===== config.mk =====
export PLATFORM = sky130hd
export DESIGN_NAME = fnb_ram
export DESIGN_NICKNAME = d
export VERILOG_FILES = /design/src/hdl/assert_macros.svh /design/src/hdl/fnb_ram.sv
export SDC_FILE = /design/constraint.sdc
export NUM_CORES = 1
export LEC_CHECK = 0
export BUFFER_PORTS_ARGS = -buffer_cell sky130_fd_sc_hd__buf_2
export CORE_UTILIZATION = 35
export DETAILED_ROUTE_END_ITERATION = 16
export SLEW_MARGIN = 25
export SYNTH_ARGS = -nofsm -noshare
export SYNTH_HDL_FRONTEND = slang
export SYNTH_SLANG_ARGS = --single-unit

===== constraint.sdc =====
create_clock -name clk -period 2.01 [get_ports clk]
set_clock_uncertainty 0.15 [all_clocks]
set_input_delay 0.3015 -clock clk [delete_from_list [all_inputs] [get_ports clk]]
set_output_delay 0.3015 -clock clk [all_outputs]
set_load 0.1 [all_outputs]

===== src/hdl/assert_macros.svh =====
// ----------------------------------------------------------------------------
// Assertion macros
// Shared concurrent assertion forms, clocked on clk and disabled in reset.
// ----------------------------------------------------------------------------
`ifndef ASSERT_MACROS_SVH
`define ASSERT_MACROS_SVH

// Same-cycle implication: post must hold whenever pre holds.
`define FNB_ASSERT_IMP(lbl, pre, post) \
    lbl: assert property (@(posedge clk) disable iff (!rst_n) (pre) |-> (post)) \
        else $error("four-neighbor blur check failed");

// Next-cycle implication: post must hold in the cycle after pre.
`define FNB_ASSERT_NXT(lbl, pre, post) \
    lbl: assert property (@(posedge clk) disable iff (!rst_n) (pre) |=> (post)) \
        else $error("four-neighbor blur check failed");

`endif


===== src/hdl/fnb_ram.sv =====
// ----------------------------------------------------------------------------
// fnb_ram
// Generic simple dual-port RAM, one write port, one registered read port.
// ----------------------------------------------------------------------------
module fnb_ram #(
    parameter int WIDTH = 8,
    parameter int DEPTH = 16
) (
    input  logic                     clk,
    input  logic                     we,
    input  logic [$clog2(DEPTH)-1:0] waddr,
    input  logic [WIDTH-1:0]         wdata,
    input  logic                     re,
    input  logic [$clog2(DEPTH)-1:0] raddr,
    output logic [WIDTH-1:0]         rdata
);

    logic [WIDTH-1:0] mem [DEPTH];
    logic [WIDTH-1:0] rdata_reg;

    always_ff @(posedge clk)
    begin
        if (we)
        begin
            mem[waddr] <= wdata;
        end
        if (re)
        begin
            rdata_reg <= mem[raddr];
        end
    end

    assign rdata = rdata_reg;

endmodule


==> out/results.ini <==
[yosys]
synth_edf_count = 136
synthTopCellsByArea = edfxtp_1 78%, mux4_2 7.8%, mux4_1 7.0%, a22oi_1 2.3%, nor2_1 0.93%
ys_ff_latch = 136
syn-num-nets = 248
synth.distinct_cells = 18
synth_cells = 229
seq_area_frac_synth = 0.781
syn_area_um2 = 5230
synth_top_area_frac = 0.781
ys.flop_type = edfxtp_1
synth_warnings = 0
async_flop_share = 0
synth_top_area_cell = edfxtp_1
avgSynthCellArea_um2 = 22.8

[critical_path]
critical_path_buf_inv_count = 1
cp_max_fo = 1
max_stage_delay_ns = 0.45
crit_type = register to output port
end_kind = output port
slowest_stage = buf_2
worst_ep_required_time_ns = 1.56
cp_cell_sequence = buf_2
arrival_ns = 1.25
crit_family = buffers and inverters
worstSetupStartpointType = register

[final_layout]
syn2layout_area_growth_pct = 20.8
mostFrequentLayoutCells = 136 x edfxtp_1, 26 x buf_2, 21 x buf_4, 18 x mux4_2, 17 x clkbuf_16
largest_register_ffs = 128
drive_above_1_share = 0.312
fillers = 1275
final_nets = 307
layout_commonest_cell = edfxtp_1
stdcell_area_um2 = 6310
instances_no_fill = 485
diodes = 0

[place]
post-place-ws_ns = 0.0104
dp_hpwl_mm = 6.84
dp.cells = 453
port_buffers = 26
placed_area_um2 = 5720
globalplace.congestion = 0.714

[power]
peakVddDrop_uv = 715
power_switching_w = 0.00135
powerDensity_nw_per_um2 = 1070
pwr-share-comb = 0.060
p_int_w = 0.00538
power.leakage_nw = 2.14
p_seq_frac = 0.478
switching_share = 0.200
p_clk_frac = 0.462

[detailed_routing]
vias = 2483
vias_per_cell = 5.12
drcViolationCount = 0
first_iter_violations = 167
totalWireLength_mm = 10.6
ant_nets = 0
post_drt_wl_per_cell_um = 21.8
dr.pass1.iters = 4

[timing]
rsz0062_at_grt = false
worst_slew_pin_slew_ns = 0.496
setup_violations = 0
finalHoldWorstSlack_ns = 0.120
maxSlewViolCount = 0
tns_ns = 0
hold_viol = 0
slew_headroom = 0.672
finalCriticalPeriod_ns = 1.71
setup_slack_ns = 0.304
max_freq_mhz = 586
min_period_over_period = 0.849

[clock_network]
cts_hold_buf = 0
post_cts_resized = 0
htreeDepth = 4
post_cts_buffers = 0
path_clk_slew_ns = 0.05
cts_buffer_depth = 2
clock-root-buffer = clkbuf_16
clock-sinks = 136
clk_latency_ns = 0.41
cts_tree = built
numCtsBuffers = 17

[floorplan]
initial_core_util = 0.360
io_pins = 27
die_w_um = 124
die_area_um2 = 15400
rows = 44
die_y_um = 124
core_area_um2 = 14500

[hold_path]
hold_path_class = input pin to register

[grt]
grt_overflow = 0
grt_pass1_vias = 2593
antenna_found_initial = 0
grt_pass1_wl_mm = 16.2
track_usage = 0.149
grt_max_degree = 20

[status]
outcome = finished, final reports clean

[job]
drv_cap = 0

## metal layers
metal | share of wire | GRT usage
met1 | 0.46 | 0.210
met2 | 0.46 | 0.222
met3 | 0.059 | 0.0358
met4 | 0.017 | 0.0638
met5 | 0 | 0
## per-stage QoR
step,power [W],util
floorplan,0.00353,-
global placement,0.00367,0.394
detailed placement,0.00368,0.394
CTS,0.00678,0.434
global route,0.00692,0.434
finish,0.00673,0.434
## logic make-up (layout without fill, tap and decap cells)
logic type             count (synthesis)  count (layout)  share of synthesized area
flip-flops                           136             136                      0.781
AND/OR/NAND/NOR                       35              35                     0.0314
multiplexers                          32              32                      0.148
AO/OA/AOI/OAI                         16              16                     0.0230
buffers and inverters                 10              82                     0.0165
## power groups by stage
stage	Combinational, W	Sequential [W]	Clock, W
2_1_floorplan	0.000161	0.00337	0
3_3_place_gp	0.000398	0.00327	0
3_5_place_dp	0.000407	0.00328	0
4_1_cts	0.000407	0.00322	0.00315
5_1_grt	0.000433	0.00322	0.00327
6_report	0.000403	0.00322	0.00311
## cell usage after synthesis (2+ instances only)
master / n
a22oi_1: 16
buf_2: 3
buf_6: 3
clkdlybuf4s25_2: 3
edfxtp_1: 136
mux4_1: 14
mux4_2: 18
nand2_1: 9
nand2b_1: 2
nand3b_1: 2
nor2_1: 13
nor3_1: 4
## area by class of cell
cell class | count | area, um^2 | area share
Multi-Input combinational cell | 83 | 1060 | 0.167
Clock inverter | 11 | 154 | 0.0244
Clock buffer | 21 | 440 | 0.0698
Tap cell | 184 | 230 | 0.0365
Sequential cell | 136 | 4080 | 0.647
Timing Repair Buffer | 50 | 348 | 0.0551
## path summary, 6_finish.rpt
| check | from | end | slack [ns] | depth (start not counted) |
|---|---|---|---|---|
| worst max-delay path | rdata[4]$_DFFE_PP_ | rdata[4] | 0.30 | 1 |
| worst min-delay path | wdata[3] | mem[4][3]$_DFFE_PP_ | 0.12 | 1 |
| worst max register to register | mem[5][0]$_DFFE_PP_ | rdata[0]$_DFFE_PP_ | 0.37 | 3 |
| worst min register to register | mem[14][7]$_DFFE_PP_ | rdata[7]$_DFFE_PP_ | 0.59 | 3 |
## worst reg2reg max path, cell delays in order (launching register included)
cell	delay, ns
edfxtp_1	0.36
mux4_1	0.58
a22oi_1	0.22
nand2_1	0.08
No activity file was read; power rests on OpenSTA's default activity.
