===== config.mk =====
export PLATFORM = sky130hd
export DESIGN_NAME = fnb_avg
export DESIGN_NICKNAME = d
export VERILOG_FILES = /design/src/hdl/assert_macros.svh /design/src/hdl/fnb_pkg.sv /design/src/hdl/fnb_avg.sv
export SDC_FILE = /design/constraint.sdc
export NUM_CORES = 1
export LEC_CHECK = 0
export ABC_AREA = 1
export BUFFER_PORTS_ARGS = -buffer_cell sky130_fd_sc_hd__buf_2
export CAP_MARGIN = 20
export CORE_ASPECT_RATIO = 1.75
export CORE_UTILIZATION = 47
export DETAILED_ROUTE_END_ITERATION = 8
export GPL_TIMING_DRIVEN = 0
export PLACE_DENSITY_LB_ADDON = 0.08
export SLEW_MARGIN = 20
export SYNTH_ARGS = -nofsm -noshare
export SYNTH_HDL_FRONTEND = slang
export SYNTH_SLANG_ARGS = --single-unit

===== constraint.sdc =====
create_clock -name vclk -period 5.1
set_clock_uncertainty 0.1 [all_clocks]
set_input_delay 1.02 -clock vclk [all_inputs]
set_output_delay 1.02 -clock vclk [all_outputs]
set_load 0.05 [all_outputs]

===== src/hdl/assert_macros.svh =====
// ----------------------------------------------------------------------------
// Assertion macros
// Shared concurrent assertion forms, clocked on clk and disabled in reset.
// ----------------------------------------------------------------------------
`ifndef ASSERT_MACROS_SVH
`define ASSERT_MACROS_SVH

// Same-cycle implication: post must hold whenever pre holds.
`define FNB_ASSERT_IMP(lbl, pre, post) \
    lbl: assert property (@(posedge clk) disable iff (!rst_n) (pre) |-> (post)) \
        else $error("four-neighbor blur check failed");

// Next-cycle implication: post must hold in the cycle after pre.
`define FNB_ASSERT_NXT(lbl, pre, post) \
    lbl: assert property (@(posedge clk) disable iff (!rst_n) (pre) |=> (post)) \
        else $error("four-neighbor blur check failed");

`endif


===== src/hdl/fnb_pkg.sv =====
// ----------------------------------------------------------------------------
// fnb_pkg
// Shared types and constants of the four-neighbor RGB blur.
// ----------------------------------------------------------------------------
package fnb_pkg;

    localparam int MAX_WIDTH  = 1024;
    localparam int ADDR_W     = $clog2(MAX_WIDTH);
    localparam int WEFF_W     = ADDR_W + 1;
    localparam int CH_W       = 8;
    localparam int NUM_CH     = 3;
    localparam int PIX_W      = CH_W * NUM_CH;
    localparam int IMG_W_W    = 11;
    localparam int IMG_H_W    = 16;
    localparam int CFG_IDX_W  = 2;
    localparam int CFG_DATA_W = 16;
    localparam int NUM_TAPS   = 2;

    localparam logic [IMG_W_W-1:0] WIDTH_RESET  = 11'd1024;
    localparam logic [IMG_H_W-1:0] HEIGHT_RESET = 16'd768;

    typedef logic [PIX_W-1:0] pixel_t;

    // One line store entry: row y-1 pixel and row y-2 pixel of one column
    typedef struct packed {
        pixel_t mid;
        pixel_t up;
    } line_entry_t;

    typedef enum logic [CFG_IDX_W-1:0] {
        REG_IMAGE_WIDTH  = 2'd0,
        REG_IMAGE_HEIGHT = 2'd1
    } cfg_reg_t;

    // Control carried with an item from the tap stage to the output stage
    typedef struct packed {
        logic has_a;
        logic border;
        logic last_row;
        logic last_col;
    } s1_ctl_t;

endpackage


===== src/hdl/fnb_avg.sv =====
// ----------------------------------------------------------------------------
// fnb_avg
// Per-channel floor average of four neighbor pixels.
// ----------------------------------------------------------------------------
module fnb_avg (
    input  fnb_pkg::pixel_t left,
    input  fnb_pkg::pixel_t right,
    input  fnb_pkg::pixel_t up,
    input  fnb_pkg::pixel_t down,
    output fnb_pkg::pixel_t avg
);

    always_comb
    begin
        logic [fnb_pkg::CH_W+1:0] sum;
        avg = '0;
        for (int c = 0; c < fnb_pkg::NUM_CH; c++)
        begin
            sum = {2'b00, left[c*fnb_pkg::CH_W +: fnb_pkg::CH_W]}
                + {2'b00, right[c*fnb_pkg::CH_W +: fnb_pkg::CH_W]}
                + {2'b00, up[c*fnb_pkg::CH_W +: fnb_pkg::CH_W]}
                + {2'b00, down[c*fnb_pkg::CH_W +: fnb_pkg::CH_W]};
            // Drop two bits: floor of the sum over four
            avg[c*fnb_pkg::CH_W +: fnb_pkg::CH_W] = sum[fnb_pkg::CH_W+1:2];
        end
    end

endmodule


==> metrics.md <==
| Metric | Value |
|---|---|
| Die footprint | 0.00533 mm² |
| Max Slew Vio Count | 0 |
| Routed WL | 4620 µm |
| Synth Area in Simple Gates | 0.172 |
| Area share of xor/xnor cells in the synthesized design | 0.0333 |
| Synth top area share | 0.406 |
| Via count | 2249 |
| Fin cells | 504 |
| Worst Path Max Fanout | 2 |
| Global-route usage over all layers | 0.190 |
| Mapped Nets | 497 |
| Synth top area cells | fa_1 41%, inv_1 23%, ha_1 11% |
| Clock buffer count | 0 |
| Share of layout cells above drive strength 1 | 0.299 |
| Area grow syn2layout | 28.1% |
| ANT cells | 0 |
| Die Height | 95.9 µm |
| Fin nets | 619 |
| Pre-Repair DR Iteration Count | 4 |
| Commonest non-fill, non-tap cells in the layout | 146 x inv_1, 120 x buf_2, 62 x nand2_1, 48 x fa_1, 21 x ha_1 |
| RD Place Congestion | 0.779 |
| Setup TNS | 0 ps |
| Tmin final | 4560 ps |
| Detail Route Antenna Nets | 0 |
| Critical path type | in2out |
| Setup repair bufs after CTS | 0 |
| Status | completed |
| Final worst slack | 544 ps |
| Worst slew pin tran | 260 ps |
| Largest family of logic cells by synthesized area | adder cells |
| Final setup viols | 0 |
| Syn_area_per_cell | 7.13 µm² |
| Final HPWL from detailed placement | 4510 µm |
| Via/cell ratio | 4.46 |
| Initial Util | 0.498 |
| Hold buffers post-CTS | 0 |
| Seq Cell Count | 0 |
| Worst hold slack | 2580 ps |
| Commonest non-fill, non-tap cell in the layout | inv_1 |
| Total gr overflow | 0 |
| Data required time of the worst path | 3980 ps |
| Drt wl/cell | 9.16 µm |
| PD cells | 388 mW/mm² |
| RSZ-0062 raised after global routing | false |
| Starting DRT DRC Count | 27 |
| Max Clock Freq | 0.219 GHz |
| Total Power | 1.18 mW |
| Largest net degree at the start of global routing | 6 |
| I/O Pins | 120 |
| Yosys warnings | 0 |
| Worst setup EP type | output port |
| DRC | 0 |
| Max VDD drop | 0.448 mV |
| Mapped Cells | 332 |
| Final period utilization | 0.893 |
| Antenna violations before repair | 0 |
| FP Rows | 33 |
| Worst slew margin | 0.828 |
| Compound-Gate Fraction of Synth Area | 0.0460 |
| Synth area leader | fa_1 |
| Global-route wire length before repair | 8420 µm |
| Synth cell types | 13 |
| Worst hold path class | in2out |
| Port Buffers | 120 |
| Hold Violations, Final | 0 |
| Chip width | 55.6 µm |
| Startpoint types | primary input |
| Placed cell count | 504 |
| Post-CTS resize count | 0 |
| Max_cap viols | 0 |
| Place WS | 537 ps |
| Mux share of post-synthesis cell area | 0 |
| Synth Area in Adders | 0.517 |
| Leak | 2.12 nW |
| Mapped Area | 0.00237 mm² |
| Post-synthesis sequential area ratio | 0 |
| Core ar. | 0.00475 mm² |
| Vias in the first global route | 2289 |
| Reg area | 0 µm² |
| Arr. time, crit path | 3440 ps |
## layer usage
metal / track usage / up-vias / wire length [µm] / part of all wire
met3: 0.0228 / 12 / 292 / 0.063
met5: 0 / - / 0 / 0
met1: 0.170 / 1013 / 1440 / 0.31
li1: - / 1146 / - / -
met4: 0.0438 / 0 / 138 / 0.030
met2: 0.427 / 78 / 2750 / 0.59
## cells by family (layout without fill, tap and decap cells)
family                     after synthesis  count (layout)
xor gates and xnor gates                 9               9
AOI/OAI and AO/OA                       18              18
and+or+nand+nor                         90              90
buffers and inverters                  146             266
adders and majority gates               69              69
## worst paths after layout
| kind | startpoint | end | slack [ps] | cells past startpoint |
|---|---|---|---|---|
| worst min-delay path | down[0] | avg[2] | 2580 | 7 |
| worst max-delay path | left[1] | avg[5] | 540 | 14 |
## cell usage after synthesis
| cell type | count |
|---|---|
| nand2_1 | 62 |
| nand3_1 | 13 |
| fa_1 | 48 |
| a21oi_2 | 3 |
| nor2_1 | 3 |
| inv_1 | 146 |
| a21o_1 | 3 |
| nor2_4 | 3 |
| a21oi_1 | 12 |
| nand2_2 | 7 |
| nand3_2 | 2 |
| ha_1 | 21 |
| xor2_1 | 9 |
## final cells by class
cell class,count,area [µm²]
inverters,146,548
multi-input cells,186,1820
repair buffers,120,601
fillers,454,1720
well taps,52,65.1
## per-stage QoR
stage | instance area [µm²] | util
3_5_place_dp | 3030 | 0.638
5_1_grt | 3030 | 0.638
6_report | 3030 | 0.638
4_1_cts | 3030 | 0.638
3_3_place_gp | 3030 | 0.638
2_1_floorplan | 2370 | -
## power breakdown
part	switching [mW]	internal (mW)	leakage (nW)
logic	0.835	0.341	2.12
registers	0	0	0
clock network	0	0	0
total	0.835	0.341	2.12
## critical path: stages
cell     delay [ps]
buf_2            80
inv_1            40
fa_1            550
inv_1            60
fa_1            440
nand2_1         120
nor2_4           40
fa_1            390
nand3_1         110
nand2_1          90
nand3_2          80
nand3_1          70
nand2_1          80
buf_2           260
Note: power is estimated with default switching activity, not from simulation.
