[config.mk]
export PLATFORM = sky130hd
export DESIGN_NAME = fnb_cell
export DESIGN_NICKNAME = d
export VERILOG_FILES = /design/src/hdl/assert_macros.svh /design/src/hdl/fnb_pkg.sv /design/src/hdl/fnb_cell.sv
export SDC_FILE = /design/constraint.sdc
export NUM_CORES = 1
export LEC_CHECK = 0
export ABC_AREA = 1
export BUFFER_PORTS_ARGS = -buffer_cell sky130_fd_sc_hd__buf_2
export CAP_MARGIN = 40
export CORE_UTILIZATION = 40
export CTS_CLUSTER_DIAMETER = 50
export CTS_CLUSTER_SIZE = 16
export DETAILED_ROUTE_END_ITERATION = 10
export HOLD_SLACK_MARGIN = 0.08
export PLACE_DENSITY = 0.79
export SYNTH_ARGS = -nofsm -noshare
export SYNTH_HDL_FRONTEND = slang
export SYNTH_SLANG_ARGS = --single-unit
export TNS_END_PERCENT = 50
[constraint.sdc]
create_clock -name clk -period 0.8 [get_ports clk]
set_input_delay 0.08 -clock clk [delete_from_list [all_inputs] [get_ports clk]]
set_output_delay 0.08 -clock clk [all_outputs]
set_load 0.02 [all_outputs]
[src/hdl/assert_macros.svh]
// ----------------------------------------------------------------------------
// Assertion macros
// Shared concurrent assertion forms, clocked on clk and disabled in reset.
// ----------------------------------------------------------------------------
`ifndef ASSERT_MACROS_SVH
`define ASSERT_MACROS_SVH

// Same-cycle implication: post must hold whenever pre holds.
`define FNB_ASSERT_IMP(lbl, pre, post) \
    lbl: assert property (@(posedge clk) disable iff (!rst_n) (pre) |-> (post)) \
        else $error("four-neighbor blur check failed");

// Next-cycle implication: post must hold in the cycle after pre.
`define FNB_ASSERT_NXT(lbl, pre, post) \
    lbl: assert property (@(posedge clk) disable iff (!rst_n) (pre) |=> (post)) \
        else $error("four-neighbor blur check failed");

`endif

[src/hdl/fnb_pkg.sv]
// ----------------------------------------------------------------------------
// fnb_pkg
// Shared types and constants of the four-neighbor RGB blur.
// ----------------------------------------------------------------------------
package fnb_pkg;

    localparam int MAX_WIDTH  = 1024;
    localparam int ADDR_W     = $clog2(MAX_WIDTH);
    localparam int WEFF_W     = ADDR_W + 1;
    localparam int CH_W       = 8;
    localparam int NUM_CH     = 3;
    localparam int PIX_W      = CH_W * NUM_CH;
    localparam int IMG_W_W    = 11;
    localparam int IMG_H_W    = 16;
    localparam int CFG_IDX_W  = 2;
    localparam int CFG_DATA_W = 16;
    localparam int NUM_TAPS   = 2;

    localparam logic [IMG_W_W-1:0] WIDTH_RESET  = 11'd1024;
    localparam logic [IMG_H_W-1:0] HEIGHT_RESET = 16'd768;

    typedef logic [PIX_W-1:0] pixel_t;

    // One line store entry: row y-1 pixel and row y-2 pixel of one column
    typedef struct packed {
        pixel_t mid;
        pixel_t up;
    } line_entry_t;

    typedef enum logic [CFG_IDX_W-1:0] {
        REG_IMAGE_WIDTH  = 2'd0,
        REG_IMAGE_HEIGHT = 2'd1
    } cfg_reg_t;

    // Control carried with an item from the tap stage to the output stage
    typedef struct packed {
        logic has_a;
        logic border;
        logic last_row;
        logic last_col;
    } s1_ctl_t;

endpackage

[src/hdl/fnb_cell.sv]
// ----------------------------------------------------------------------------
// fnb_cell
// One window tap: holds a previous-row pixel and hands it down the chain.
// ----------------------------------------------------------------------------
module fnb_cell (
    input  logic            clk,
    input  logic            shift,
    input  fnb_pkg::pixel_t d,
    output fnb_pkg::pixel_t q
);

    fnb_pkg::pixel_t pix_reg;
    fnb_pkg::pixel_t pix_next;

    // Advance on shift, hold otherwise
    always_comb
    begin
        pix_next = shift ? d : pix_reg;
    end

    always_ff @(posedge clk)
    begin
        pix_reg <= pix_next;
    end

    assign q = pix_reg;

endmodule

==> impl_metrics.csv, run 1 <==
group,metric,value,unit
drt,drt-initial-drc-count,6,
sta,grt_setup_unrepaired,"true",
drt,ant_nets,0,
yosys,synth_cell_types,1,
floorplan,row_count,14,
cts,ctsHtreeMaxLevel,1,
critical_path,crit_buf_inv,1,
critical_path,critical_path.endpoint_type,"primary output",
yosys,syn_area,721,um^2
yosys,syn_nets,50,
layout,post-route-util,0.846,
drt,drt-wirelength-per-cell,12.8,um
sta,setup_viol,24,
place,portBuffers,49,
layout,multi_input_area,0,um^2
global_routing,grt_pass1_vias,533,
layout,drive_above_1_share,0.529,
global_routing,grt_first_pass_wirelength,2230,um
critical_path,critPathTopFamily,"flip-flops",
global_routing,grt_max_degree,14,
drt,vias,524,
worst_hold_path,hp-class,"input pin to flip-flop",
critical_path,path_cells,"buf_6",
sta,setup_ws,-148,ps
global_routing,grt.total_usage,0.166,
worst_hold_path,hp-start,"shift",
critical_path,crit_path_start_kind,"flip-flop",
flow_run,maxCapViolations,0,
sta,slew_violations,0,
layout,multi_input_cells,0,
sta,finalCriticalPeriod,948,ps
cts,cts_tree,"yes",
critical_path,cp.required,720,ps
critical_path,max_stage_delay,420,ps
layout,final_nets,130,
cts,clkSlewWorstSetupHoldPaths,120,ps
cts,cts_max_path_buffers,2,
drt,firstDrtPassIters,4,
global_routing,antenna_found_initial,0,
place,dpl.cell_count,99,
sta,hold_ws,174,ps
drt,wl,1610,um
run_status,outcome,"finished, violations left",
layout,final_common_cell,"buf_2",
drt,viasPerCell,4.16,
place,place_ws,140,ps
run_status,violations,"negative setup slack",
critical_path,crit_path_top_delay_cell,"edfxtp_1",
drt,drc,0,
yosys,postSynthCellCount,24,
floorplan,io_pins,50,
layout,final_cells,126,
pwr,cellPowerDensity,1830,nW/um^2
cts,clock_sinks,24,
sta,tns,-2900,ps
cts,postCtsSetupBuffers,0,
critical_path,cp-startpoint,"q[7]",
layout,largest_register_ff_count,24,
critical_path,critical_path_class,"flip-flop to primary output",
place,gp_congestion,0.584,
layout,final_cell_mix,"41 x buf_2, 24 x dlygate4sd3_1, 24 x edfxtp_1",
layout,nFillCells,75,
layout,diodes,0,
floorplan,dieArea,1980,um^2
floorplan,coreArea,1590,um^2
pwr,irDropWorstVdd,0.00159,V
cts,cts_buffers,3,
global_routing,grt-ovfl-total,0,
cts,root_buffer,"clkbuf_4",
sta,hold_violations,0,
yosys,ys_seq_elements,24,
yosys,synth.avg_cell_area,30.0,um^2
floorplan,die_x,44.4,um
sta,slew_headroom,0.922,
yosys,ys_seq_area_frac,1.00,
floorplan,die_h,44.4,um
sta,max_freq,1060,MHz
layout,areaGrowthSynthToFinish,87.2,%
floorplan,start_util,0.452,
yosys,yosysWarningCount,0,
sta,worstMarginPinSlew,117,ps
critical_path,arrival,870,ps
layout,register_area,721,um^2
critical_path,path_max_fanout,1,
sta,period_share,1.18,
pwr,power_leakage,0.577,nW
[synthesized netlist by cell type]
library cell / number / share of area
edfxtp_1: 24 / 1.0
[logic make-up (layout without fill, tap and decap cells)]
logic type	after synthesis	count (layout)	synth area share
buffers and inverters	0	78	0
flip-flops	24	24	1.00
[metal layers]
metal	wire length [um]	global-route usage	up-vias
li1	-	-	256
met4	12	0.0727	0
met5	0	0	-
met1	544	0.169	237
met3	94	0.0408	2
met2	962	0.315	29
[per-stage QoR]
| step | cell area [um^2] | power (mW) |
|---|---|---|
| 6_report | 1350 | 2.47 |
| 4_1_cts | 1310 | 2.42 |
| 3_3_place_gp | 1040 | 1.86 |
| 3_5_place_dp | 1040 | 1.86 |
| 2_1_floorplan | 721 | 1.68 |
| 5_1_grt | 1350 | 2.55 |
[final cells by class]
class,instances,area share
clock buffers,3,0.0167
flip-flops and latches,24,0.534
well taps,24,0.0223
repair buffers,75,0.427
[where the power goes]
group / switching [mW] / total [mW] / internal, mW
combinational: 0.214 / 0.451 / 0.237
sequential: 0.0297 / 1.52 / 1.49
clock: 0.320 / 0.495 / 0.175
[what timing repair did]
action,in CTS,in global routing
setup endpoints to repair,24,24
hold buffers,24,0
pin swaps,0,0
resized for setup,2,14
hold endpoints to repair,24,0
[worst paths after layout]
check                 endpoint  slack (ps)  depth (start not counted)
worst max-delay path      q[7]        -150                          1
worst min-delay path     q[15]         170                          2
(Power assumes the default switching activity.)
==> run 2, diff against run 1 <==
PLACE_DENSITY = 0.75   (was 0.79)
==> impl_metrics.csv, run 2 (synthesized netlist as in run 1, its figures left out) <==
group,metric,value,unit
critical_path,max_stage_delay,430,ps
sta,period_share,1.22,
flow_run,maxCapViolations,0,
floorplan,die_x,44.4,um
critical_path,critPathTopFamily,"flip-flops",
pwr,clockPowerShare,0.304,
cts,clock_sinks,24,
drt,drt-wirelength-per-cell,12.5,um
drt,m1WireLength,569,um
pwr,switching_share,0.212,
layout,post-route-util,0.865,
drt,vias,514,
critical_path,critical_path_class,"flip-flop to primary output",
sta,slew_headroom,0.909,
layout,final_nets,130,
cts,postCtsSetupBuffers,0,
floorplan,row_count,14,
worst_hold_path,hp-start,"shift",
sta,worstMarginPinSlew,136,ps
run_status,outcome,"finished, violations left",
layout,postLayoutCellArea,1380,um^2
critical_path,cp-startpoint,"q[2]",
cts,cts_tree,"yes",
layout,areaGrowthSynthToFinish,91.3,%
critical_path,path_depth,1,
critical_path,arrival,900,ps
run_status,violations,"negative setup slack",
critical_path,crit_path_top_delay_cell,"edfxtp_1",
global_routing,grt_max_degree,15,
pwr,internal_power,2.23,mW
drt,viasPerCell,4.05,
drt,ant_nets,0,
layout,final_cell_mix,"41 x buf_2, 24 x dlygate4sd3_1, 24 x edfxtp_1",
pwr,switchingPower,0.600,mW
global_routing,grt-ovfl-total,0,
layout,largest_register_ff_count,24,
pwr,power_leakage,0.592,nW
layout,nFillCells,77,
global_routing,grt_first_pass_wirelength,2190,um
drt,highest-signal-layer,"met4",
sta,finalCriticalPeriod,980,ps
pwr,comb_power_share,0.159,
floorplan,die_h,44.4,um
global_routing,grt.total_usage,0.162,
layout,diodes,0,
cts,clkSlewWorstSetupHoldPaths,140,ps
floorplan,start_util,0.452,
pwr,cellPowerDensity,2060,nW/um^2
critical_path,crit_buf_inv,1,
drt,drt-initial-drc-count,16,
drt,firstDrtPassIters,4,
sta,grt_setup_unrepaired,"true",
critical_path,cp.required,720,ps
sta,slew_violations,0,
critical_path,path_cells,"buf_6",
layout,drive_above_1_share,0.534,
layout,multi_input_area,0,um^2
cts,ctsHtreeMaxLevel,1,
sta,max_freq,1020,MHz
critical_path,crit_path_start_kind,"flip-flop",
sta,hold_violations,0,
layout,final_common_cell,"buf_2",
cts,cts_max_path_buffers,2,
place,gp_congestion,0.636,
sta,setup_viol,24,
drt,wl_met3,122,um
floorplan,coreArea,1590,um^2
layout,multi_input_cells,0,
drt,wl,1590,um
place,placed_area,1040,um^2
pwr,p_seq_frac,0.537,
floorplan,io_pins,50,
layout,register_area,721,um^2
critical_path,critical_path.endpoint_type,"primary output",
worst_hold_path,hp-class,"input pin to flip-flop",
pwr,power,2.83,mW
cts,cts_buffers,3,
pwr,irDropWorstVdd,0.00140,V
critical_path,path_max_fanout,1,
sta,setup_ws,-180,ps
drt,wl_met2,886,um
global_routing,antenna_found_initial,0,
global_routing,grt_pass1_vias,536,
critical_path,crit_path_end,"q[2]",
floorplan,dieArea,1980,um^2
place,place_ws,138,ps
drt,drc,0,
place,portBuffers,49,
cts,root_buffer,"clkbuf_4",
run 2: final cells by class:
cell class / instances / area share
Timing Repair Buffer: 75 / 0.417
Clock inverter: 1 / 0.0218
Clock buffer: 3 / 0.0163
Tap cell: 24 / 0.0218
Sequential cell: 24 / 0.523
run 2: per-layer routing:
| layer | vias up | track usage |
|---|---|---|
| li1 | 255 | - |
| met1 | 229 | 0.154 |
| met2 | 28 | 0.318 |
| met3 | 2 | 0.0531 |
| met4 | 0 | 0.0545 |
| met5 | - | 0 |
run 2: power by group through the flow:
stage / combinational (mW) / sequential (mW) / clock [mW]
after floorplan: 0 / 1.68 / 0
after CTS: 0.430 / 1.52 / 0.854
final: 0.452 / 1.52 / 0.862
after global routing: 0.476 / 1.53 / 0.905
after global placement: 0.317 / 1.54 / 0
after detailed placement: 0.322 / 1.54 / 0
run 2: how the worst min path moves through the flow:
stage	end	slack (ps)	cells past startpoint
finish	q[12]	170	2
global route	q[12]	170	2
CTS	q[11]	170	2
detailed placement	q[7]	260	1
global placement	q[4]	260	1
floorplan	q[0]	180	0
run 2: timing repair:
item	CTS	global route
gates resized for setup	8	8
setup endpoints to repair	24	24
hold endpoints to repair	24	0
hold buffers	24	0
run 2: metrics by stage:
stage | setup TNS [ps] | cells | hold WS (ps)
6_report | -3200 | 127 | 169
5_1_grt | -4000 | 127 | 172
4_1_cts | -3120 | 127 | 167
3_5_place_dp | 0 | 99 | 258
3_3_place_gp | 0 | 99 | 257
2_1_floorplan | 0 | 24 | 179
==> run 3, diff against run 2 <==
BUFFER_PORTS_ARGS = default   (was -buffer_cell sky130_fd_sc_hd__buf_2)
DONT_BUFFER_PORTS = 1   (was default)
PLACE_DENSITY = 0.51   (was 0.75)
==> impl_metrics.csv, run 3 (synthesized netlist as in run 1, its figures left out) <==
group,metric,value,unit
floorplan,row_count,14,
cts,hold_buffers,24,
layout,diodes,0,
pwr,irDropWorstVdd,0.00135,V
layout,drive_above_1_share,0.0577,
run_status,outcome,"finished, violations left",
critical_path,path_depth,0,
pwr,switchingPower,0.496,mW
cts,clock_sinks,24,
worst_hold_path,holdPathEnd,"q[10]",
critical_path,critical_path_class,"flip-flop to primary output",
sta,slew_violations,0,
drt,drt-wirelength-per-cell,15.9,um
sta,tns,-1930,ps
cts,clkSlewWorstSetupHoldPaths,120,ps
layout,multi_input_cells,0,
sta,grt_setup_unrepaired,"true",
critical_path,cp.required,720,ps
place,placed_area,751,um^2
floorplan,dieArea,1980,um^2
sta,hold_ws,-120,ps
layout,postLayoutCellArea,1020,um^2
drt,firstDrtPassIters,2,
cts,root_buffer,"clkbuf_4",
layout,largest_register_ff_count,24,
layout,final_cell_mix,"24 x dlygate4sd3_1, 24 x edfxtp_1, 3 x clkbuf_4",
sta,finalCriticalPeriod,893,ps
place,gp_congestion,0.518,
floorplan,die_x,44.4,um
drt,viasPerCell,4.54,
flow_run,maxCapViolations,0,
sta,period_share,1.12,
pwr,comb_power_share,0.042,
pwr,clockPowerShare,0.223,
drt,vias,345,
global_routing,grt_first_pass_wirelength,1680,um
cts,ctsHtreeMaxLevel,1,
critical_path,arrival,810,ps
global_routing,grt-ovfl-total,0,
drt,ant_nets,0,
critical_path,path_max_fanout,1,
floorplan,start_util,0.452,
drt,drt-initial-drc-count,3,
pwr,cellPowerDensity,2220,nW/um^2
floorplan,io_pins,50,
pwr,internal_power,1.76,mW
critical_path,crit_path_start_kind,"flip-flop",
critical_path,critical_path.endpoint_type,"primary output",
cts,cts_buffers,3,
global_routing,grt_pass1_vias,382,
layout,areaGrowthSynthToFinish,41.1,%
run_status,violations,"negative hold slack, negative setup slack",
drt,wl,1210,um
place,dpl.cell_count,48,
global_routing,antenna_found_initial,0,
layout,final_cells,76,
global_routing,grt.total_usage,0.130,
worst_hold_path,hp-start,"shift",
sta,worstMarginPinSlew,226,ps
sta,max_freq,1120,MHz
sta,slew_headroom,0.850,
sta,hold_violations,24,
pwr,switching_share,0.220,
worst_hold_path,hold-path-cell-count,0,
place,place_ws,244,ps
floorplan,coreArea,1590,um^2
sta,setup_viol,24,
place,portBuffers,0,
floorplan,die_h,44.4,um
layout,multi_input_area,0,um^2
sta,setup_ws,-92.6,ps
pwr,power,2.26,mW
cts,cts_max_path_buffers,2,
pwr,p_seq_frac,0.736,
cts,cts_tree,"yes",
layout,final_nets,79,
layout,post-route-util,0.638,
layout,nFillCells,123,
pwr,power_leakage,0.350,nW
worst_hold_path,hp-class,"input pin to flip-flop",
global_routing,grt_max_degree,25,
drt,drc,0,
[run 3: cell types whose count changed in the layout (fill, tap and decap cells not counted), sizes merged]
cell | before | now
bufinv | 1 | 0
buf | 51 | 0
clkinv | 0 | 1
[run 3: repair_timing]
action,CTS,global route
buffers inserted,0,0
setup endpoints to repair,24,24
endpoints found under the hold margin,48,24
gates resized for setup,0,0
[run 3: worst max-delay path by stage]
stage / endpoint / slack, ps / startpoint
after floorplan: q[0] / 270 / q[0]
after global placement: q[8] / 250 / q[8]
after detailed placement: q[15] / 240 / q[15]
after CTS: q[15] / -110 / q[15]
after global routing: q[13] / -120 / q[13]
final: q[20] / -90 / q[20]
[run 3: layer usage]
layer  vias up  GRT usage  wire, um
li1        151          -         -
met1       168      0.118       359
met2        26      0.250       760
met3         0     0.0367        87
met4         0     0.0727         0
met5         -          0         0
[run 3: layout make-up]
cell class	count	area (um^2)	area share
flip-flops and latches	24	721	0.708
repair buffers	24	240	0.236
well taps	24	30.0	0.0295
clock buffers	3	22.5	0.0221
clock inverters	1	3.75	0.00369
[run 3: power by group through the flow]
stage | Sequential, mW | Combinational, mW | Clock [mW]
2_1_floorplan | 1.68 | 0 | 0
3_3_place_gp | 1.69 | 0 | 0
3_5_place_dp | 1.69 | 0 | 0
4_1_cts | 1.66 | 0.0918 | 0.530
5_1_grt | 1.67 | 0.100 | 0.557
6_report | 1.66 | 0.0941 | 0.502
